`src/fln_pkg.sv`:
```
// fln_pkg: shared types, float constants and helper functions for the natural log block
// used by fln_fadd, fln_fmul, fln_fdiv and float32_natural_log; no dependencies
`timescale 1ns / 1ps

package fln_pkg;

  // pipeline depth of each float unit, input register to output register
  localparam int MUL_LAT = 2;
  localparam int ADD_LAT = 4;
  localparam int QUO_BITS = 26;
  localparam int DIV_LAT = QUO_BITS + 2;

  localparam int EXP_BIAS = 127;

  localparam logic [31:0] F32_ONE = 32'h3F80_0000;
  localparam logic [31:0] F32_HALF = 32'h3F00_0000;
  localparam logic [31:0] F32_THIRD = 32'h3EAA_AAAB;
  localparam logic [31:0] F32_LN2 = 32'h3F31_7218;
  localparam logic [31:0] F32_NEAR_LO = 32'h3F7D_70A4;
  localparam logic [31:0] F32_QNAN = 32'h7FC0_0000;
  localparam logic [31:0] F32_NEG_INF = 32'hFF80_0000;

  typedef logic signed [9:0] exp_t;

  // round to nearest even and pack; mant carries the hidden bit
  function automatic logic [31:0] round_pack(logic sign, exp_t exp, logic [23:0] mant,
                                             logic g, logic st);
    logic inc;
    logic [30:0] mag;
    inc = g & (st | mant[0]);
    mag = {exp[7:0], mant[22:0]} + {30'd0, inc};
    return {sign, mag};
  endfunction

  // leading zero count of a 27 bit word, 27 when the word is zero
  function automatic logic [4:0] lzc27(logic [26:0] v);
    logic [4:0] n;
    n = 5'd27;
    for (int i = 0; i < 27; i++) begin
      if (v[i]) n = 5'(26 - i);
    end
    return n;
  endfunction

  // nearest single to a positive normal real, evaluated at elaboration
  function automatic logic [31:0] real_to_f32(real v);
    logic [63:0] b;
    exp_t e;
    b = $realtobits(v);
    e = exp_t'(int'(b[62:52]) - 1023 + EXP_BIAS);
    return round_pack(1'b0, e, {1'b1, b[51:29]}, b[28], |b[27:0]);
  endfunction

  // table entry 1/(1 + k/2^ib)
  function automatic logic [31:0] recip_entry(int k, int ib);
    real t;
    real y;
    t = 1.0 + real'(k) * $pow(2.0, -real'(ib));
    // newton steps from a linear guess, the error squares on each step
    y = 1.5 - 0.5 * t;
    for (int i = 0; i < 6; i++) begin
      y = y * (2.0 - t * y);
    end
    return real_to_f32(y);
  endfunction

  // table entry ln(1 + k/2^ib)
  function automatic logic [31:0] ln_entry(int k, int ib);
    real t;
    t = 1.0 + real'(k) * $pow(2.0, -real'(ib));
    if (k == 0) return 32'd0;
    return real_to_f32($ln(t));
  endfunction

endpackage

```
`src/fln_fmul.sv`:
```
// fln_fmul: two stage single precision multiplier, round to nearest even
// operands are zero or normal, product assumed normal or zero; uses fln_pkg
`timescale 1ns / 1ps

module fln_fmul (
  input  logic        clk,
  input  logic [31:0] a,
  input  logic [31:0] b,
  output logic [31:0] y
);
  import fln_pkg::*;

  logic        p_sign;
  logic        p_zero;
  exp_t        p_exp;
  logic [47:0] p_prod;
  logic [23:0] ma;
  logic [23:0] mb;
  logic [23:0] n_mant;
  logic        n_g;
  logic        n_st;
  exp_t        n_exp;
  logic [31:0] y_next;

  assign ma = {1'b1, a[22:0]};
  assign mb = {1'b1, b[22:0]};

  // stage 1: mantissa product and exponent sum
  always_ff @(posedge clk) begin
    p_sign <= a[31] ^ b[31];
    p_zero <= (a[30:23] == 8'd0) || (b[30:23] == 8'd0);
    p_exp  <= exp_t'({2'b00, a[30:23]}) + exp_t'({2'b00, b[30:23]}) - exp_t'(EXP_BIAS);
    p_prod <= 48'(ma) * 48'(mb);
  end

  // stage 2: one bit normalize and round
  always_comb begin
    if (p_prod[47]) begin
      n_mant = p_prod[47:24];
      n_g    = p_prod[23];
      n_st   = |p_prod[22:0];
      n_exp  = p_exp + exp_t'(1);
    end else begin
      n_mant = p_prod[46:23];
      n_g    = p_prod[22];
      n_st   = |p_prod[21:0];
      n_exp  = p_exp;
    end
    y_next = p_zero ? {p_sign, 31'd0} : round_pack(p_sign, n_exp, n_mant, n_g, n_st);
  end

  always_ff @(posedge clk) begin
    y <= y_next;
  end

endmodule

```
`config.mk`:
```
export PLATFORM = sky130hd
export DESIGN_NAME = fln_fmul
export DESIGN_NICKNAME = d
export VERILOG_FILES = /design/src/fln_pkg.sv /design/src/fln_fmul.sv
export SDC_FILE = /design/constraint.sdc
export NUM_CORES = 2
export LEC_CHECK = 0
export ABC_CLOCK_PERIOD_IN_PS = 11500
export BUFFER_PORTS_ARGS = -buffer_cell sky130_fd_sc_hd__buf_2
export CAP_MARGIN = 0
export CORE_MARGIN = 4
export CORE_UTILIZATION = 60
export DETAILED_ROUTE_END_ITERATION = 7
export HOLD_SLACK_MARGIN = 0.08
export PLACE_DENSITY = 0.89
export SETUP_SLACK_MARGIN = 0.2
export SYNTH_ARGS = -nofsm -noshare
export SYNTH_HDL_FRONTEND = slang
export SYNTH_SLANG_ARGS = --single-unit
```
`constraint.sdc`:
```
create_clock -name clk -period 11.5 [get_ports clk]
set_clock_uncertainty 0.15 [all_clocks]
set_input_delay 2.3 -clock clk [delete_from_list [all_inputs] [get_ports clk]]
set_output_delay 2.3 -clock clk [all_outputs]
set_load 0.02 [all_outputs]
```
# Word-level counts from Yosys, hierarchy flattened
# Cells that the tools add are included.
# word_totals
reg_bits	90
latch_bits	0
mem_bits_rw	0
romBits	0
inputBits	65
out_inout_bits	32
wordCells	23
memories	0
# op_classes
add_sub_neg	4
n_mul	1
n_div	0
magnitude_cmp	0
n_eq_ne	0
shift	0
n_mux	4
bitwise	3
n_reduce_logical	5
# op_table
operator	count
$mul 24x24->48	1
$add 31x1->31	1
$mux 23	1
$reduce_or 23->1	1
$reduce_or 22->1	1
$logic_not 8->1	2
$add 8x2->8 const B	1
$add 8x8->8	1
$mux 8	1
$sub 8x7->8 const B	1
$mux 1	2
$and 1x1->1	1
$logic_or 1x1->1	1
$or 1x1->1	1
$xor 1x1->1	1

# Logic depth before layout (Yosys ltp)
# depth
word_depth	5
ltp_mapped	27
depth_no_buf	25

# Least setup slack after synthesis
# Ideal clock, no wire load.
# synth_timing
kind	input-to-reg
start	input b[3]
end	register p_prod[43]
setup_time_ps	129
arrival_time_ps	8486
required_time_ps	11221
setup_slack_ps	2734
path_stages	27
n_path_buf	2
path_cell_list	clkbuf_1 nand2_1 fa_1 inv_1 fa_1 inv_1 fa_1 inv_1 fa_1 inv_1 fa_1 inv_1 fa_1 inv_1 fa_1 inv_1 ha_1 clkbuf_1 a211oi_1 o211ai_1 a221oi_1 o21ai_0 o21ai_1 a21oi_4 a31oi_1 o21bai_1 xor2_1
# synth_between
elab_chain_len	1
# synth_rtl
element	line_no	rtl
start: declaration	fln_fmul.sv:8	input logic [31:0] b,
$mul 24x24->48	fln_fmul.sv:33	p_prod <= 48'(ma) * 48'(mb);
end signal: assignment	fln_fmul.sv:33	
end: declaration	fln_fmul.sv:16	logic [47:0] p_prod;
# Every way passes these cells.
# A chain may end at the register's enable or synchronous reset.

# Worst setup path after layout
# layout_timing
start	input a[14]
end	register p_prod[47]
# layout_between
elab_chain_len	1
# layout_rtl
element	line_no	rtl
start: declaration	fln_fmul.sv:7	input logic [31:0] a,
$mul 24x24->48	fln_fmul.sv:33	
# Every way passes these cells.

==> reports/metrics.cfg <==
[clock_tree]
insertion_delay_ns = 0.33
cts_tree = done
hold_buffers = 0
cts_root_buf = clkbuf_16
postCtsSetupBuffers = 0
h-tree-depth = 3
cts-resized-gates = 0
cts_max_path_buffers = 2
numCtsBuffers = 9
clkSinkCount = 90
cts.clk_slew.worst_paths_ns = 0.06

[synthesis]
synth_xor_area_share_pct = 3.50
synth_area_leaders = fa_1, ha_1, inv_1
synth_nets = 3233
async_flop_share_pct = 0
yosysTopAreaCell = fa_1
synth_fa_ha_area_share_pct = 54.0
synth_seq_cells = 90
synthSimpleGateAreaFrac_pct = 16.5
yosysTopAreaCellShare_pct = 43.5
ys_warn_count = 0
ys_seq_area_share_pct = 8.10
synth_area_um2 = 22300
synth_edf_count = 0
avgSynthCellArea_um2 = 8.91
ys.flop_type = dfxtp_1
synth_top_family_by_area = adder cells
muxShareOfSynthArea_pct = 0.568
synth_cell_types = 60
synth_common_cells = inv_1, fa_1, nand2_1
synth.most_common_cell = inv_1
synth_compound_area_share_pct = 5.16
synthCells = 2497

[sta]
rsz0062_at_grt = false
setup_viol = 0
slew_headroom_pct = 33.0
setup_tns_ns = 0
max_freq_ghz = 0.107
final_max_slew_viol_count = 0
period_share_pct = 81.5
worstMarginPinSlew_ns = 1.00
fin_crit_ns = 9.37
hold_viol = 0

[die]
die_area_um2 = 40200
start_util_pct = 60.8
die_h_um = 201
coreArea_um2 = 36600
die_w_um = 201
io_pins = 97
rows = 70

[grt]
antenna_found_initial = 2
grt_pass1_vias = 18300
grt_max_degree = 57
grt_overflow = 0
track_usage_pct = 29.1
grt_pass1_wl_um = 94200

[drt]
drc_errors = 0
via_per_inst = 5.63
drt_pass1_iterations = 6
wire_per_inst_um = 19.2
dr.first_iter.drc_count = 1443
vias = 16700
ant_nets = 0
finalWirelength_um = 57000

[setup_path]
arrival_ns = 9.47
worstSetupPathType = in -> reg
required_ns = 11.60
worstPathMaxFanout = 24
start_kind = input pin
r2r_cells = 13
end_kind = register

[placement]
gp_congestion = 1.01
hpwl_um = 46100
io_buffers = 96

[layout]
final_layout_size_suffix_gt1_share_pct = 5.05
syn_to_final_growth_pct = 4.29
nets = 3225
fillers = 2899

[hold_path]
worst_hold_path.num_cells = 0
hold_class = reg -> reg

[flow_run]
drv_cap = 0

[outcome]
status = completed

[kinds of logic (layout without fill, tap and decap cells)]
family,after synthesis,count (layout)
other,0,2
AOI/OAI and AO/OA,175,175
muxes,12,12
and+or+nand+nor,743,743
buffers and inverters,717,714
adders and majority gates,671,671
xor gates and xnor gates,89,89
DFF,90,90
[worst max-delay path: stages]
cell and delay [ns]:
buf_2 0.44, nand2_1 0.17, fa_1 0.64, inv_1 0.07, fa_1 0.48, inv_1 0.06, fa_1 0.50, fa_1 0.57
inv_1 0.07, fa_1 0.49, fa_1 0.50, inv_1 0.05, fa_1 0.47, inv_1 0.04, ha_1 0.42, and3_1 0.27
nand4_1 0.17, or3_1 0.38, a21oi_1 0.28, o21ai_1 0.18, a21oi_4 0.24, a31oi_1 0.18, o31ai_1 0.31, xnor2_1 0.17
[flip-flops by register name, indices dropped and copies added, names as in the netlist]
name,flops
y,32
p_zero,1
p_exp,8
p_prod,48
p_sign,1
[area by class of cell]
cell class | count | area [um^2] | share of cell area, %
multi-input combinational | 1690 | 17800 | 76.5
inverter | 600 | 2250 | 9.71
sequential | 90 | 1800 | 7.77
tap | 468 | 586 | 2.52
timing repair buffer | 98 | 495 | 2.14
clock buffer | 10 | 239 | 1.03
clock inverter | 6 | 71.3 | 0.307
antenna | 2 | 5.00 | 0.0216
[stage by stage]
| stage | worst slack [ns] | util (%) | cells | cell area, um^2 | hold slack [ns] |
|---|---|---|---|---|---|
| after global placement | 1.97 | 62.5 | 2946 | 22900 | 0.165 |
| after floorplan | 2.73 | - | 2497 | 22300 | 0.160 |
| after global routing | 1.80 | 63.4 | 2962 | 23200 | 0.185 |
| after detailed placement | 1.90 | 62.5 | 2946 | 22900 | 0.163 |
| after CTS | 2.22 | 63.4 | 2962 | 23200 | 0.179 |
| final | 2.13 | 63.4 | 2964 | 23200 | 0.178 |
[cell usage in the layout (no fill, tap or decap), types with 3 or more instances in the layout]
cell type,instances
a211o_1,3
a211oi_1,15
a21o_1,30
a21oi_1,54
a311oi_1,3
a31oi_1,8
and2_1,257
and3_1,13
buf_2,96
clkbuf_16,9
clkinv_1,3
dfxtp_1,89
fa_1,483
ha_1,188
inv_1,597
mux2_2,5
mux2i_1,7
nand2_1,299
nand2b_1,5
nand3_1,28
nand4_1,16
nor2_1,77
nor2b_1,14
nor3_1,10
nor4_1,10
o21a_1,3
o21ai_0,30
o21bai_1,6
or3_1,3
xnor2_1,52
xor2_1,37
[layer usage]
metal,track usage (%),share of wire (%),up-vias
li1,-,-,7353
met1,36.3,37,8182
met2,47.3,46,916
met3,8.34,11,227
met4,13.6,5.5,0
met5,0,0,-
[worst paths after layout]
check,slack (ns),startpoint,to
max reg2reg,8.04,p_prod[47],y[26]
max,2.13,a[14],p_prod[47]
min reg2reg,0.18,p_sign,y[31]
min,0.18,p_sign,y[31]
Power is not shown: default switching activity piles up to over one toggle a cycle in this logic, so the estimate is an artifact.
