### src/fln_pkg.sv
// fln_pkg: shared types, float constants and helper functions for the natural log block
// used by fln_fadd, fln_fmul, fln_fdiv and float32_natural_log; no dependencies
`timescale 1ns / 1ps

package fln_pkg;

  // pipeline depth of each float unit, input register to output register
  localparam int MUL_LAT = 2;
  localparam int ADD_LAT = 4;
  localparam int QUO_BITS = 26;
  localparam int DIV_LAT = QUO_BITS + 2;

  localparam int EXP_BIAS = 127;

  localparam logic [31:0] F32_ONE = 32'h3F80_0000;
  localparam logic [31:0] F32_HALF = 32'h3F00_0000;
  localparam logic [31:0] F32_THIRD = 32'h3EAA_AAAB;
  localparam logic [31:0] F32_LN2 = 32'h3F31_7218;
  localparam logic [31:0] F32_NEAR_LO = 32'h3F7D_70A4;
  localparam logic [31:0] F32_QNAN = 32'h7FC0_0000;
  localparam logic [31:0] F32_NEG_INF = 32'hFF80_0000;

  typedef logic signed [9:0] exp_t;

  // round to nearest even and pack; mant carries the hidden bit
  function automatic logic [31:0] round_pack(logic sign, exp_t exp, logic [23:0] mant,
                                             logic g, logic st);
    logic inc;
    logic [30:0] mag;
    inc = g & (st | mant[0]);
    mag = {exp[7:0], mant[22:0]} + {30'd0, inc};
    return {sign, mag};
  endfunction

  // leading zero count of a 27 bit word, 27 when the word is zero
  function automatic logic [4:0] lzc27(logic [26:0] v);
    logic [4:0] n;
    n = 5'd27;
    for (int i = 0; i < 27; i++) begin
      if (v[i]) n = 5'(26 - i);
    end
    return n;
  endfunction

  // nearest single to a positive normal real, evaluated at elaboration
  function automatic logic [31:0] real_to_f32(real v);
    logic [63:0] b;
    exp_t e;
    b = $realtobits(v);
    e = exp_t'(int'(b[62:52]) - 1023 + EXP_BIAS);
    return round_pack(1'b0, e, {1'b1, b[51:29]}, b[28], |b[27:0]);
  endfunction

  // table entry 1/(1 + k/2^ib)
  function automatic logic [31:0] recip_entry(int k, int ib);
    real t;
    real y;
    t = 1.0 + real'(k) * $pow(2.0, -real'(ib));
    // newton steps from a linear guess, the error squares on each step
    y = 1.5 - 0.5 * t;
    for (int i = 0; i < 6; i++) begin
      y = y * (2.0 - t * y);
    end
    return real_to_f32(y);
  endfunction

  // table entry ln(1 + k/2^ib)
  function automatic logic [31:0] ln_entry(int k, int ib);
    real t;
    t = 1.0 + real'(k) * $pow(2.0, -real'(ib));
    if (k == 0) return 32'd0;
    return real_to_f32($ln(t));
  endfunction

endpackage

### src/fln_fadd.sv
// fln_fadd: four stage single precision adder, round to nearest even
// operands are zero or normal, sum assumed normal or zero; uses fln_pkg
`timescale 1ns / 1ps

module fln_fadd (
  input  logic        clk,
  input  logic [31:0] a,
  input  logic [31:0] b,
  output logic [31:0] y
);
  import fln_pkg::*;

  logic        swap;
  logic [31:0] big;
  logic [31:0] small_op;

  logic        s1_sign;
  logic        s1_sub;
  logic [7:0]  s1_exp;
  logic [7:0]  s1_diff;
  logic [23:0] s1_mbig;
  logic [23:0] s1_msmall;

  logic [26:0] small_ext;
  logic [26:0] shifted;
  logic        lost;
  logic [26:0] aligned;
  logic [27:0] big_ext;
  logic [27:0] sum_next;

  logic        s2_sign;
  logic        s2_sub;
  exp_t        s2_exp;
  logic [27:0] s2_sum;

  logic [4:0]  lz;
  logic [26:0] norm_next;
  exp_t        nexp;

  logic        s3_sign;
  logic        s3_sub;
  logic        s3_zero;
  exp_t        s3_exp;
  logic [26:0] s3_norm;

  logic [31:0] y_next;

  // stage 1: order by magnitude
  always_comb begin
    swap     = b[30:0] > a[30:0];
    big      = swap ? b : a;
    small_op = swap ? a : b;
  end

  always_ff @(posedge clk) begin
    s1_sign   <= big[31];
    s1_sub    <= a[31] ^ b[31];
    s1_exp    <= big[30:23];
    s1_diff   <= big[30:23] - small_op[30:23];
    s1_mbig   <= {big[30:23] != 8'd0, big[22:0]};
    s1_msmall <= {small_op[30:23] != 8'd0, small_op[22:0]};
  end

  // stage 2: align with guard, round and sticky, then add or subtract
  always_comb begin
    small_ext = {s1_msmall, 3'b000};
    shifted   = small_ext >> s1_diff;
    lost      = |(small_ext & ~(27'h7FF_FFFF << s1_diff));
    if (s1_diff >= 8'd27) begin
      aligned = {26'd0, |s1_msmall};
    end else begin
      aligned = {shifted[26:1], shifted[0] | lost};
    end
    big_ext  = {1'b0, s1_mbig, 3'b000};
    sum_next = s1_sub ? big_ext - {1'b0, aligned} : big_ext + {1'b0, aligned};
  end

  always_ff @(posedge clk) begin
    s2_sign <= s1_sign;
    s2_sub  <= s1_sub;
    s2_exp  <= exp_t'({2'b00, s1_exp});
    s2_sum  <= sum_next;
  end

  // stage 3: normalize
  always_comb begin
    lz = lzc27(s2_sum[26:0]);
    if (s2_sum[27]) begin
      norm_next = {s2_sum[27:2], s2_sum[1] | s2_sum[0]};
      nexp      = s2_exp + exp_t'(1);
    end else begin
      norm_next = s2_sum[26:0] << lz;
      nexp      = s2_exp - exp_t'({5'd0, lz});
    end
  end

  always_ff @(posedge clk) begin
    s3_sign <= s2_sign;
    s3_sub  <= s2_sub;
    s3_zero <= s2_sum == 28'd0;
    s3_exp  <= nexp;
    s3_norm <= norm_next;
  end

  // stage 4: round; exact cancellation gives +0
  always_comb begin
    if (s3_zero) begin
      y_next = {s3_sign & ~s3_sub, 31'd0};
    end else begin
      y_next = round_pack(s3_sign, s3_exp, s3_norm[26:3], s3_norm[2], |s3_norm[1:0]);
    end
  end

  always_ff @(posedge clk) begin
    y <= y_next;
  end

endmodule

### config.mk
export PLATFORM = sky130hd
export DESIGN_NAME = fln_fadd
export DESIGN_NICKNAME = d
export VERILOG_FILES = /design/src/fln_pkg.sv /design/src/fln_fadd.sv
export SDC_FILE = /design/constraint.sdc
export NUM_CORES = 1
export LEC_CHECK = 0
export BUFFER_PORTS_ARGS = -buffer_cell sky130_fd_sc_hd__buf_2
export CAP_MARGIN = 25
export CELL_PAD_IN_SITES_DETAIL_PLACEMENT = 1
export CELL_PAD_IN_SITES_GLOBAL_PLACEMENT = 2
export CORE_MARGIN = 3
export CORE_UTILIZATION = 33
export CTS_CLUSTER_SIZE = 40
export DETAILED_ROUTE_END_ITERATION = 6
export PLACE_DENSITY = 0.88
export SLEW_MARGIN = 0
export SYNTH_ARGS = -nofsm -noshare
export SYNTH_HDL_FRONTEND = slang
export SYNTH_SLANG_ARGS = --single-unit
### constraint.sdc
create_clock -name clk -period 4.35 [get_ports clk]
set_input_delay 0.87 -clock clk [delete_from_list [all_inputs] [get_ports clk]]
set_output_delay 0.87 -clock clk [all_outputs]
set_load 0.03 [all_outputs]
# --- Yosys cells after proc, flatten, opt, wreduce, memory -nomap -nowiden ---
# Index checks and enable logic that the tools add are counted.
# Widths: inputs -> output; s select.
classes:
  order_cmp: 2
  muxes: 34
  n_bitwise: 9
  n_mul: 0
  n_div: 0
  shift: 3
  eq_ne: 0
  n_addsub: 6
  reduce_logical: 6
op_table:
  columns: ["operator", "count"]
  rows:
  - ["$mux 5", 26]
  - ["$mux 32", 2]
  - ["$add 31x1->31", 1]
  - ["$gt 31x31->1", 1]
  - ["$mux 31", 1]
  - ["$add 27x27->28", 1]
  - ["$logic_not 28->1", 1]
  - ["$mux 28", 1]
  - ["$sub 27x27->28", 1]
  - ["$and 27x27->27", 1]
  - ["$mux 27", 1]
  - ["$not 27->27", 1]
  - ["$reduce_or 27->1", 1]
  - ["$shl 27x5->26", 1]
  - ["$shl 27x8->27 const A", 1]
  - ["$shr 27x8->27", 1]
  - ["$mux 26", 1]
  - ["$reduce_or 24->1", 1]
  - ["$reduce_bool 8->1", 2]
  - ["$add 8x1->8 const B", 1]
  - ["$ge 8x5->1 const B", 1]
  - ["$mux 8", 1]
  - ["$sub 8x5->8", 1]
  - ["$sub 8x8->8", 1]
  - ["6 further kinds", 9]
word_totals:
  in_bits: 65
  reg_bits: 173
  wordCells: 77
  latch_bits: 0
  mem_bits_ro: 0
  ramBits: 0
  memories: 0

# --- Logic depth before layout (Yosys ltp) ---
logic_depth:
  ltp_word: 29
  mapped_depth: 26

# --- Worst setup path after synthesis ---
# OpenSTA, ideal clock, no wires.
synth_timing:
  path_kind: "register -> register"
  startpoint: "reg s1_diff[0]"
  endpoint: "reg s2_sum[26]"
  t_arrival_ns: 4.633
  stages_incl_launch_ff: 20
  slack_ns: -0.414
  t_required_ns: 4.219
  cell_sequence: "dfxtp_1 buf_2 buf_2 buf_2 buf_1 mux4_2 a221oi_1 a211oi_1 o21ai_0 ha_1 a21o_1 a21oi_1 inv_1 a221o_1 a21oi_1 nor4_1 or3_1 a21oi_1 xor2_1 o21ai_0"
synth_via:
  elab_chain_len: 8
  elab_cells_between_ends: 11
synth_lines:
  columns: ["item", "line", "rtl"]
  rows:
  - ["from (decl)", "fln_fadd.sv:20", "logic [7:0] s1_diff;"]
  - ["from (signal assigned)", "fln_fadd.sv:59", "s1_diff <= big[30:23] - small_op[30:23];"]
  - ["$shl 27x8->27", "fln_fadd.sv:68", "lost = |(small_ext & ~(27'h7FF_FFFF << s1_diff));"]
  - ["$not 27->27", "fln_fadd.sv:68", null]
  - ["$and 27x27->27", "fln_fadd.sv:68", null]
  - ["$reduce_or 27->1", "fln_fadd.sv:68", null]
  - ["$or 1x1->1", "fln_fadd.sv:72", "aligned = {shifted[26:1], shifted[0] | lost};"]
  - ["$mux 27 (*)", "fln_fadd.sv:69", "if (s1_diff >= 8'd27) begin"]
  - ["$add 27x27->28 / $sub 27x27->28 (equally long branches)", "fln_fadd.sv:75", "sum_next = s1_sub ? big_ext - {1'b0, aligned} : big_ext + {1'b0, aligned};"]
  - ["$mux 28 (*)", "fln_fadd.sv:75", null]
  - ["net sum_next[26]", "fln_fadd.sv:29", "logic [27:0] sum_next;"]
  - ["to (signal assigned)", "fln_fadd.sv:82", "s2_sum <= sum_next;"]
  - ["to (decl)", "fln_fadd.sv:34", "logic [27:0] s2_sum;"]
# The timed path passes the listed nets; every way through them passes the cells marked *.
# A chain may end at the register's enable or synchronous reset.

# --- Worst setup path in the final report ---
layout_timing:
  startpoint: "reg s1_diff[0]"
  endpoint: "reg s2_sum[19]"
# The elaborated chain is that of the path after synthesis.

==> impl_metrics.toml <==
[outcome]
status = "completed"

[routing]
routedWlPerCell_um = 20.3
vias = 13000
drt_iter0_drc = 908
dr.pass1.iters = 5
antenna_left = 0
via_per_inst = 5.66
drcViolationCount = 0
drt-total-wl_um = 46400

[worst_setup_path]
worstPathMaxFanout = 7
endpoint_kind = "register"
cp_data_arrival_time_ps = 4560
required_ps = 4730
crit_type = "register to register"
start_kind = "register"

[clock_tree]
clock_latency_ps = 460
clk_pin_slew_worst_paths_ps = 80
htree_levels = 4
clock-sinks = 173
tritoncts = "yes"
clock-root-buffer = "clkbuf_16"
numCtsBuffers = 17
cts_hold_buf = 0
cts.path.max_buffers = 2

[synth]
yosysUniqueCellTypes = 85
async_flop_share_pct = 0
synth_edf_count = 0
yosys_warnings = 0
syn_inst = 1618
synth-seq-area-share_pct = 27.5
synth_most_common_cell = "nand2_1"
synth_seq_cells = 173
yosysTopAreaCell = "dfxtp_1"
syn-num-nets = 1776
ys_top_cells_by_area = "dfxtp_1, ha_1, nand2_1"
synth.avg_cell_area_um2 = 7.80
ys.flop_type = "dfxtp_1"
netlist_area_um2 = 12600
synth_common_cells = "nand2_1, dfxtp_1, o21ai_0"
synth_top_area_share_pct = 27.5

[global_route]
antenna_found_initial = 2
grt_usage_pct = 22.2
overflow = 0
grt_max_degree = 47
grt_pass1_wl_um = 72600
grt_pass1_vias = 13200

[final_layout]
area_growth_pct = 21.1
multi_input_area_um2 = 8620
seqCellArea_um2 = 3480
fill_cells = 4577
drive_gt1_share_pct = 21.5
diodes = 0
final_cell_area_um2 = 15300
nets = 1928

[sta]
period_minus_slack_ps = 4180
worstMarginPinSlew_ps = 886
fmax_ghz = 0.239
finalHoldViolCount = 0
clock_skew_ps = 14.7
timing.final.crit_share_pct = 96.0
setup_viol = 0
rsz0062_at_grt = "yes"
holdWs_ps = 331
drv_slew = 0
final.setup.tns_ps = 0
slew_headroom_pct = 40.9
layout_setup_ws_ps = 174

[placement]
pre_cts_ws_ps = -399
dpl_cell_area_um2 = 14300
gp_congestion = 0.937
port_buffers = 96
post-dp-hpwl_um = 36300

[die]
die_h_um = 202
core_area_um2 = 37100
initial_utilization_pct = 34.0
rows = 70
die_area_um2 = 40600
die_x_um = 202
io_pins = 97

[power_and_ir_drop]
ir_worst_vdd_mv = 0.304
power_uw = 8270
p_per_area_nw_per_um2 = 541
p_leak_uw = 0.00662

[flow_run]
cap_violations = 0

[worst_hold_path]
hold_path_class = "register to register"
[path summary, 6_finish.rpt]
check                startpoint                 end  slack [ps]  depth (start not counted)
max          s1_diff[0]$_DFF_P_  s2_sum[19]$_DFF_P_         170                         16
min             s2_sign$_DFF_P_     s3_sign$_DFF_P_         330                          0
max reg2reg  s1_diff[0]$_DFF_P_  s2_sum[19]$_DFF_P_         170                         16
min reg2reg     s2_sign$_DFF_P_     s3_sign$_DFF_P_         330                          0
[through the flow]
stage,utilization [%],instances
floorplan,-,1618
global placement,38.6,2246
detailed placement,38.6,2246
CTS,40.3,2278
global route,41.1,2287
finish,41.1,2287
[cell usage in the layout, fill, tap and decap left out, types with 21 or more instances in the layout]
| cell | synthesis | final |
|---|---|---|
| dfxtp_1 | 173 | 167 |
| a21o_1 | 25 | 25 |
| a21oi_1 | 100 | 89 |
| a211oi_1 | 32 | 27 |
| buf_2 | 12 | 96 |
| nand3_1 | 37 | 37 |
| nor2_1 | 132 | 130 |
| o21ai_0 | 141 | 127 |
| nor3_1 | 29 | 28 |
| xor2_1 | 27 | 27 |
| nand2_1 | 192 | 192 |
| ha_1 | 91 | 89 |
| mux2i_1 | 43 | 40 |
| inv_1 | 101 | 101 |
| buf_4 | 0 | 129 |
| xnor2_1 | 36 | 36 |
| mux2_2 | 21 | 21 |
[registers in the layout (all words and copies together), names as in the netlist, 8 cells and up]
name and cells:
y 32, s2_sum 28, s3_norm 26, s1_mbig 24
s1_msmall 24, s1_diff 8, s1_exp 8, s2_exp 8
s3_exp 8
[area by class of cell]
cell class	count	share of cell area (%)
Timing Repair Buffer	232	10.2
Tap cell	504	4.13
Clock inverter	14	0.991
Multi-Input combinational cell	1242	56.5
Sequential cell	173	22.8
Inverter	104	2.56
Clock buffer	18	2.88
[power by group]
part	switching (uW)	internal [uW]	total [uW]	leakage [uW]
sequential	521	2120	2640	0.00146
combinational	2460	1620	4080	0.00488
clock	766	779	1550	0.000288
[metal layers]
layer,GRT usage [%],vias to the layer above,part of all wire [%],wire [um]
li1,-,6119,-,-
met1,28.2,6272,43,19900
met2,37.6,431,48,22200
met3,3.54,128,5.2,2420
met4,8.90,2,3.9,1810
met5,0,-,0.035,16
[cell families (layout without fill, tap and decap cells)]
family                     Yosys count  count (layout)  synth area share, %
DFF                                173             173                 27.5
buffers and inverters              203             368                 6.22
AOI/OAI and AO/OA                  481             481                 25.0
and+or+nand+nor                    523             523                 19.2
xor gates and xnor gates            63              63                 4.37
adders and majority gates           94              94                 9.42
muxes                               81              81                 8.32
[critical path: stages (launching register included)]
cell and delay [ps]:
dfxtp_4 410, buf_6 140, buf_4 110, mux4_2 530
mux4_2 480, and2_1 200, a31oi_4 170, ha_1 270
buf_4 170, a21oi_1 240, nor3_1 70, o31a_1 240
a311oi_1 280, buf_4 170, nor2_1 40, o41ai_1 410
xnor2_1 170
[repair_timing]
item	in CTS	in global routing
endpoints found under the hold margin	0	0
resized for setup	12	65
endpoints found under the setup margin	11	19
pin swaps	0	17
gates cloned	0	0
setup buffers	0	8
(Power assumes the default switching activity.)
