[config.mk]
export PLATFORM = sky130hd
export DESIGN_NAME = fln_fdiv
export DESIGN_NICKNAME = d
export VERILOG_FILES = /design/src/fln_pkg.sv /design/src/fln_fdiv.sv
export SDC_FILE = /design/constraint.sdc
export NUM_CORES = 2
export LEC_CHECK = 0
export BUFFER_PORTS_ARGS = -buffer_cell sky130_fd_sc_hd__clkbuf_2
export CORE_UTILIZATION = 60
export CTS_CLUSTER_SIZE = 10
export DETAILED_ROUTE_END_ITERATION = 8
export PLACE_DENSITY = 0.84
export RECOVER_POWER = 100
export SYNTH_ARGS = -nofsm -noshare
export SYNTH_HDL_FRONTEND = slang
export SYNTH_SLANG_ARGS = --single-unit
[constraint.sdc]
create_clock -name clk -period 6.2 [get_ports clk]
set_input_delay 0 -clock clk [delete_from_list [all_inputs] [get_ports clk]]
set_output_delay 0 -clock clk [all_outputs]
set_load 0.01 [all_outputs]
[src/fln_pkg.sv]
// fln_pkg: shared types, float constants and helper functions for the natural log block
// used by fln_fadd, fln_fmul, fln_fdiv and float32_natural_log; no dependencies
`timescale 1ns / 1ps

package fln_pkg;

  // pipeline depth of each float unit, input register to output register
  localparam int MUL_LAT = 2;
  localparam int ADD_LAT = 4;
  localparam int QUO_BITS = 26;
  localparam int DIV_LAT = QUO_BITS + 2;

  localparam int EXP_BIAS = 127;

  localparam logic [31:0] F32_ONE = 32'h3F80_0000;
  localparam logic [31:0] F32_HALF = 32'h3F00_0000;
  localparam logic [31:0] F32_THIRD = 32'h3EAA_AAAB;
  localparam logic [31:0] F32_LN2 = 32'h3F31_7218;
  localparam logic [31:0] F32_NEAR_LO = 32'h3F7D_70A4;
  localparam logic [31:0] F32_QNAN = 32'h7FC0_0000;
  localparam logic [31:0] F32_NEG_INF = 32'hFF80_0000;

  typedef logic signed [9:0] exp_t;

  // round to nearest even and pack; mant carries the hidden bit
  function automatic logic [31:0] round_pack(logic sign, exp_t exp, logic [23:0] mant,
                                             logic g, logic st);
    logic inc;
    logic [30:0] mag;
    inc = g & (st | mant[0]);
    mag = {exp[7:0], mant[22:0]} + {30'd0, inc};
    return {sign, mag};
  endfunction

  // leading zero count of a 27 bit word, 27 when the word is zero
  function automatic logic [4:0] lzc27(logic [26:0] v);
    logic [4:0] n;
    n = 5'd27;
    for (int i = 0; i < 27; i++) begin
      if (v[i]) n = 5'(26 - i);
    end
    return n;
  endfunction

  // nearest single to a positive normal real, evaluated at elaboration
  function automatic logic [31:0] real_to_f32(real v);
    logic [63:0] b;
    exp_t e;
    b = $realtobits(v);
    e = exp_t'(int'(b[62:52]) - 1023 + EXP_BIAS);
    return round_pack(1'b0, e, {1'b1, b[51:29]}, b[28], |b[27:0]);
  endfunction

  // table entry 1/(1 + k/2^ib)
  function automatic logic [31:0] recip_entry(int k, int ib);
    real t;
    real y;
    t = 1.0 + real'(k) * $pow(2.0, -real'(ib));
    // newton steps from a linear guess, the error squares on each step
    y = 1.5 - 0.5 * t;
    for (int i = 0; i < 6; i++) begin
      y = y * (2.0 - t * y);
    end
    return real_to_f32(y);
  endfunction

  // table entry ln(1 + k/2^ib)
  function automatic logic [31:0] ln_entry(int k, int ib);
    real t;
    t = 1.0 + real'(k) * $pow(2.0, -real'(ib));
    if (k == 0) return 32'd0;
    return real_to_f32($ln(t));
  endfunction

endpackage

[src/fln_fdiv.sv]
// fln_fdiv: pipelined radix-2 restoring single precision divider, one quotient bit a stage
// numerator zero or normal, divisor normal, quotient assumed normal or zero; uses fln_pkg
`timescale 1ns / 1ps

module fln_fdiv (
  input  logic        clk,
  input  logic [31:0] a,
  input  logic [31:0] b,
  output logic [31:0] y
);
  import fln_pkg::*;

  logic [QUO_BITS-1:0] q_st    [QUO_BITS+1];
  logic [25:0]         rem_st  [QUO_BITS+1];
  logic [23:0]         dv_st   [QUO_BITS+1];
  exp_t                exp_st  [QUO_BITS+1];
  logic                sign_st [QUO_BITS+1];
  logic                zero_st [QUO_BITS+1];

  logic [QUO_BITS-1:0] qf;
  logic [23:0]         f_mant;
  logic                f_g;
  logic                f_st;
  exp_t                f_exp;
  logic [31:0]         y_next;

  // setup stage
  always_ff @(posedge clk) begin
    q_st[0]    <= '0;
    rem_st[0]  <= {2'b00, 1'b1, a[22:0]};
    dv_st[0]   <= {1'b1, b[22:0]};
    exp_st[0]  <= exp_t'({2'b00, a[30:23]}) - exp_t'({2'b00, b[30:23]}) + exp_t'(EXP_BIAS);
    sign_st[0] <= a[31] ^ b[31];
    zero_st[0] <= a[30:23] == 8'd0;
  end

  for (genvar i = 0; i < QUO_BITS; i++) begin : g_iter
    logic        take;
    logic [25:0] trial;
    assign take  = rem_st[i] >= {2'b00, dv_st[i]};
    assign trial = rem_st[i] - {2'b00, dv_st[i]};
    always_ff @(posedge clk) begin
      rem_st[i+1]  <= take ? {trial[24:0], 1'b0} : {rem_st[i][24:0], 1'b0};
      q_st[i+1]    <= {q_st[i][QUO_BITS-2:0], take};
      dv_st[i+1]   <= dv_st[i];
      exp_st[i+1]  <= exp_st[i];
      sign_st[i+1] <= sign_st[i];
      zero_st[i+1] <= zero_st[i];
    end
  end

  // final stage: normalize by at most one bit and round
  always_comb begin
    qf = q_st[QUO_BITS];
    if (qf[QUO_BITS-1]) begin
      f_mant = qf[QUO_BITS-1:QUO_BITS-24];
      f_g    = qf[1];
      f_st   = qf[0] | (rem_st[QUO_BITS] != 26'd0);
      f_exp  = exp_st[QUO_BITS];
    end else begin
      f_mant = qf[QUO_BITS-2:QUO_BITS-25];
      f_g    = qf[0];
      f_st   = rem_st[QUO_BITS] != 26'd0;
      f_exp  = exp_st[QUO_BITS] - exp_t'(1);
    end
    if (zero_st[QUO_BITS]) begin
      y_next = {sign_st[QUO_BITS], 31'd0};
    end else begin
      y_next = round_pack(sign_st[QUO_BITS], f_exp, f_mant, f_g, f_st);
    end
  end

  always_ff @(posedge clk) begin
    y <= y_next;
  end

endmodule

# Yosys cells after proc, flatten, opt, wreduce, memory -nomap -nowiden
# Memories as Yosys holds them, arrays and structs flattened. A register that Yosys moved wholly into a read port is not among the register bits.
# Cells that the tools add are included.
# W data, S select, Z words.
[op_classes]
n_addsub = 30
magnitude_cmp = 26
n_mux = 30
bitwise = 4
n_reduce_logical = 2
[ops]
columns = ["operator", "n"]
rows = [
  ["$ge A26 B24 Y1", 26],
  ["$mux W26", 26],
  ["$sub A25 B24 Y25", 26],
  ["$add A31 B1 Y31", 1],
  ["$reduce_bool A26 Y1", 1],
  ["$mux W23", 1],
  ["$add A9 B8 Y10 const B", 1],
  ["$sub A8 B8 Y9", 1],
  ["$logic_not A8 Y1", 1],
  ["$mux W8", 1],
  ["$sub A8 B2 Y8 const B", 1],
  ["$mux W1", 2],
  ["$or A1 B1 Y1", 2],
  ["$and A1 B1 Y1", 1],
  ["$xor A1 B1 Y1", 1],
]
[word_totals]
register_bits = 31
mem_bits_rw = 2376
input_bits = 65
out_inout_bits = 32
elab_cells = 99
mem_count = 6
[mem_list]
columns = ["memory", "depth", "word_bits", "read_ports", "rd_clocked_by_memory_dff", "wr", "line", "rtl"]
rows = [
  ["q_st", 27, 26, 27, 0, 27, "fln_fdiv.sv:13", "logic [QUO_BITS-1:0] q_st [QUO_BITS+1];"],
  ["rem_st", 27, 26, 27, 0, 27, "fln_fdiv.sv:14", "logic [25:0] rem_st [QUO_BITS+1];"],
  ["dv_st", 27, 24, 26, 0, 27, "fln_fdiv.sv:15", "logic [23:0] dv_st [QUO_BITS+1];"],
  ["exp_st", 27, 10, 27, 0, 27, "fln_fdiv.sv:16", "exp_t exp_st [QUO_BITS+1];"],
  ["sign_st", 27, 1, 27, 1, 27, "fln_fdiv.sv:17", "logic sign_st [QUO_BITS+1];"],
  ["zero_st", 27, 1, 27, 0, 27, "fln_fdiv.sv:18", "logic zero_st [QUO_BITS+1];"],
]

# Logic depth before layout (Yosys ltp)
# An unclocked memory read counts as a cell.
[logic_depth]
word_depth = 7
mapped_depth = 15
mapped_depth_nobuf = 12

# Worst setup path before layout
# Ideal clock, no wire load.
[synth_timing]
path_kind = "reg2reg"
startpoint = "mem q_st[26][25] (netlist: q_st[3][77])"
endpoint = "reg y[30]"
setup_ns = 0.128
arrival_time_ns = 2.985
required_ns = 6.072
setup_slack_ns = 3.087
stages_incl_launch_ff = 15
path_buffers = 3
synth_period_minus_slack_ns = 3.113
cell_sequence = "dfxtp_1 buf_2 buf_1 clkbuf_1 nand2_1 a21boi_0 ha_1 nand3_1 a211oi_2 nand3_1 nor2_1 nand2_1 nor3_1 xnor2_1 nor2_1"
[synth_rtl]
columns = ["element", "line", "rtl"]
rows = [
  ["from (decl)", "fln_fdiv.sv:13", ""],
  ["to (signal assigned)", "fln_fdiv.sv:74", "y <= y_next;"],
  ["to (decl)", "fln_fdiv.sv:9", "output logic [31:0] y"],
]

==> results.sh <==
export IMPL_power_density_nw_per_um2=608.1
export IMPL_crit_path_start_kind="flop"
export IMPL_setup_repair_after_global_routing_missed_its_margin="false"
export IMPL_timing_hold_violations_final=0
export IMPL_drtIter0Drc=4595
export IMPL_global_route_usage_total_pct=27.15
export IMPL_grt_start_max_net_pins=51
export IMPL_dp_hpwl_mm=138.2
export IMPL_drt_first_pass_iters=8
export IMPL_numPortBuffers=96
export IMPL_vias=59390
export IMPL_cts_repair_timing_setup_buffer_count=0
export IMPL_mostFrequentLayoutCells="dfxtp_1, inv_1, a21oi_1"
export IMPL_yosysWarningCount=0
export IMPL_overflow=0
export IMPL_layout_min_cycle_time_ps=4992
export IMPL_drive_gt1_share_pct=6.354
export IMPL_wl_per_cell_um=17.97
export IMPL_status="finished, violations left"
export IMPL_route_detailed_vias_per_inst=5.721
export IMPL_post_place_cells=9989
export IMPL_final_antenna_net_count=0
export IMPL_grt_first_pass_wirelength_mm=298.6
export IMPL_post_route_drc_count=0
export IMPL_cts_path_max_buffers=3
export IMPL_fin_worst_skew_ps=72.18
export IMPL_worst_setup_path_type="flop to flop"
export IMPL_clock_tree_from_tritoncts="built"
export IMPL_die_area_um2=134800
export IMPL_die_width_um=367.1
export IMPL_num_nets_final=9279
export IMPL_leakage_nw=40.83
export IMPL_timing_reg2reg_setup_slack_ps=1210
export IMPL_core_area_um2=131800
export IMPL_ir_drop_uv=418.8
export IMPL_core_rowCount=133
export IMPL_mappedNetlistArea_um2=79990
export IMPL_final_util_pct=67.66
export IMPL_clock_latency_reported_for_the_late_side_of_the_worst_skew_pair_ps=840
export IMPL_synth_seq_area_share_pct=48.15
export IMPL_antenna_found_initial=6
export IMPL_grt_pass1_vias=58350
export IMPL_mostFrequentLayoutCell="dfxtp_1"
export IMPL_starting_density_pct=60.69
export IMPL_min_period_over_period_pct=80.51
export IMPL_final_max_slew_viol_count=394
export IMPL_crit_path_end_kind="flop"
export IMPL_failed_checks="max-capacitance violations, max-slew violations"
export IMPL_clock_sinks=1924
export IMPL_final_instance_count_excl_fill=10380
export IMPL_worst_ep_arrival_time_ps=5620
export IMPL_totalNegativeSetupSlack_ps=0
export IMPL_cts_max_level=4
export IMPL_dieHeight_um=367.1
export IMPL_maxSlewHeadroom_pct=-36.36
export IMPL_syn_inst=8296
export IMPL_synthesized_nets=8996
export IMPL_nFillCells=10070
export IMPL_avgSynthCellArea_um2=9.642
export IMPL_max_freq_mhz=200.3
export IMPL_critical_path_peak_fanout=32
export IMPL_floorplan_io_pins=97
export IMPL_cts_root_buf="clkbuf_16"
export IMPL_cts_made_buffers=215
export IMPL_synth_main_ff_cell="dfxtp_1"
export IMPL_cts_resized=0
export IMPL_finalWeightedCongestion=0.9571
export IMPL_min_path_type="primary input to flop"
export IMPL_power_mw=54.22
export IMPL_max_cap_viols=11
export IMPL_ys_async_sr_fraction_pct=0
export IMPL_synthDistinctLibCells=97
export IMPL_synth_edf_count=0
export IMPL_syn2layout_area_growth_pct=11.48
export IMPL_worstMarginPinSlew_ps=2045
export IMPL_cts_reportedPaths_clkPinSlew_ps=50
export IMPL_data_required_time_at_the_worst_endpoint_ps=6830
export IMPL_finalSetupViolCount=0
export IMPL_routed_wirelength_mm=186.6
export IMPL_yosys_register_bits=1924
-- synthesized netlist by cell type, types with 30 or more instances --
| master | number | area (um2) |
|---|---|---|
| or2_2 | 30 | 187.7 |
| o21a_1 | 82 | 615.6 |
| and3_1 | 69 | 431.7 |
| mux2_2 | 208 | 2342 |
| dfxtp_1 | 1924 | 38520 |
| nand2_1 | 546 | 2049 |
| o21ai_0 | 421 | 2107 |
| a211oi_1 | 56 | 420.4 |
| a31oi_1 | 62 | 387.9 |
| and2_1 | 40 | 250.2 |
| ha_1 | 608 | 7607 |
| inv_1 | 811 | 3044 |
| a21oi_1 | 647 | 3238 |
| nand3_1 | 150 | 750.7 |
| xnor2_1 | 311 | 2724 |
| nand4_1 | 101 | 631.9 |
| nand2b_1 | 82 | 513.0 |
| o211ai_1 | 37 | 277.8 |
| xor2_1 | 250 | 2190 |
| a21boi_0 | 33 | 247.7 |
| o21bai_1 | 65 | 488.0 |
| buf_2 | 58 | 290.3 |
| nor2b_1 | 88 | 550.5 |
| o31ai_1 | 57 | 427.9 |
| clkbuf_1 | 106 | 397.9 |
| or3_1 | 36 | 225.2 |
| nor2_1 | 540 | 2027 |
| a21o_1 | 295 | 2215 |
| nor3_1 | 126 | 630.6 |
-- sequential cells by signal, summed over array words and instances (netlist names) --
| register | cells |
|---|---|
| rem_st | 673 |
| zero_st | 27 |
| sign_st | 27 |
| y | 32 |
| exp_st | 216 |
| q_st | 351 |
| dv_st | 598 |
-- cells by family (layout without fill, tap and decap cells) --
group	after synthesis	count (layout)	synth area share, %
AO/OA/AOI/OAI	2029	2029	16.10
XOR/XNOR	561	561	6.143
adder cells (fa/ha/maj)	635	635	10.19
buffers and inverters	993	1321	4.775
flip-flops	1924	1924	48.15
multiplexers	229	229	3.199
other	0	2	0
AND/OR/NAND/NOR	1925	1925	11.45
-- through the flow --
step                setup slack, ps  area, um2  hold WS (ps)
CTS                            2055      89430         122.3
global route                  891.3      89170         176.8
detailed placement             2150      82100         103.9
global placement               2265      82100         102.8
finish                         1208      89180         183.7
floorplan                      3087      79990         27.72
-- final cells by class --
type                            count  area [um2]  area share (%)
Tap cell                         1755        2196           2.462
Multi-Input combinational cell   5379       37560           42.12
Clock inverter                     21       480.5          0.5388
Inverter                          815        3059           3.431
Clock buffer                      241        5568           6.244
Antenna cell                        2       5.005        0.005612
Timing Repair Buffer              244        1790           2.008
Sequential cell                  1924       38520           43.19
-- per-layer routing --
metal  GRT usage (%)  vias to the layer above  wire, um
met1           33.96                    27970     79780
met4           10.45                        0      6191
met3           4.085                      443     10480
met2           46.93                     1918     90120
met5               0                        -         0
li1                -                    29060         -
-- worst paths after layout --
| check | from | cells past startpoint | end |
|---|---|---|---|
| setup reg to reg | dv_st[0][155]$_DFF_P_ | 11 | rem_st[1][83]$_DFF_P_ |
| setup / recovery | dv_st[0][155]$_DFF_P_ | 11 | rem_st[1][83]$_DFF_P_ |
| hold / removal | b[30] | 5 | exp_st[0][7]$_DFF_P_ |
| hold reg to reg | q_st[1][187]$_DFF_P_ | 0 | q_st[2][6]$_DFF_P_ |
-- report_power, final --
| group | internal [mW] | leakage (nW) | switching [mW] |
|---|---|---|---|
| logic | 10.5 | 21.7 | 13.6 |
| clock network | 6.42 | 2.94 | 4.73 |
| registers | 16.5 | 16.2 | 2.40 |
-- what timing repair did --
action,in CTS,in global routing
hold buffers,128,0
hold endpoints to repair,56,0
endpoints found under the setup margin,0,0
-- critical path: stages, from the launching register on --
cell and delay [ps]:
dfxtp_1 380, inv_1 60, ha_1 350, a21o_1 200, a21o_1 170, a221o_1 310, a311oi_1 490, o21ai_0 270
and2_0 260, o31ai_1 960, clkbuf_1 980, o21ai_0 310
No activity file was read; power rests on OpenSTA's default activity.
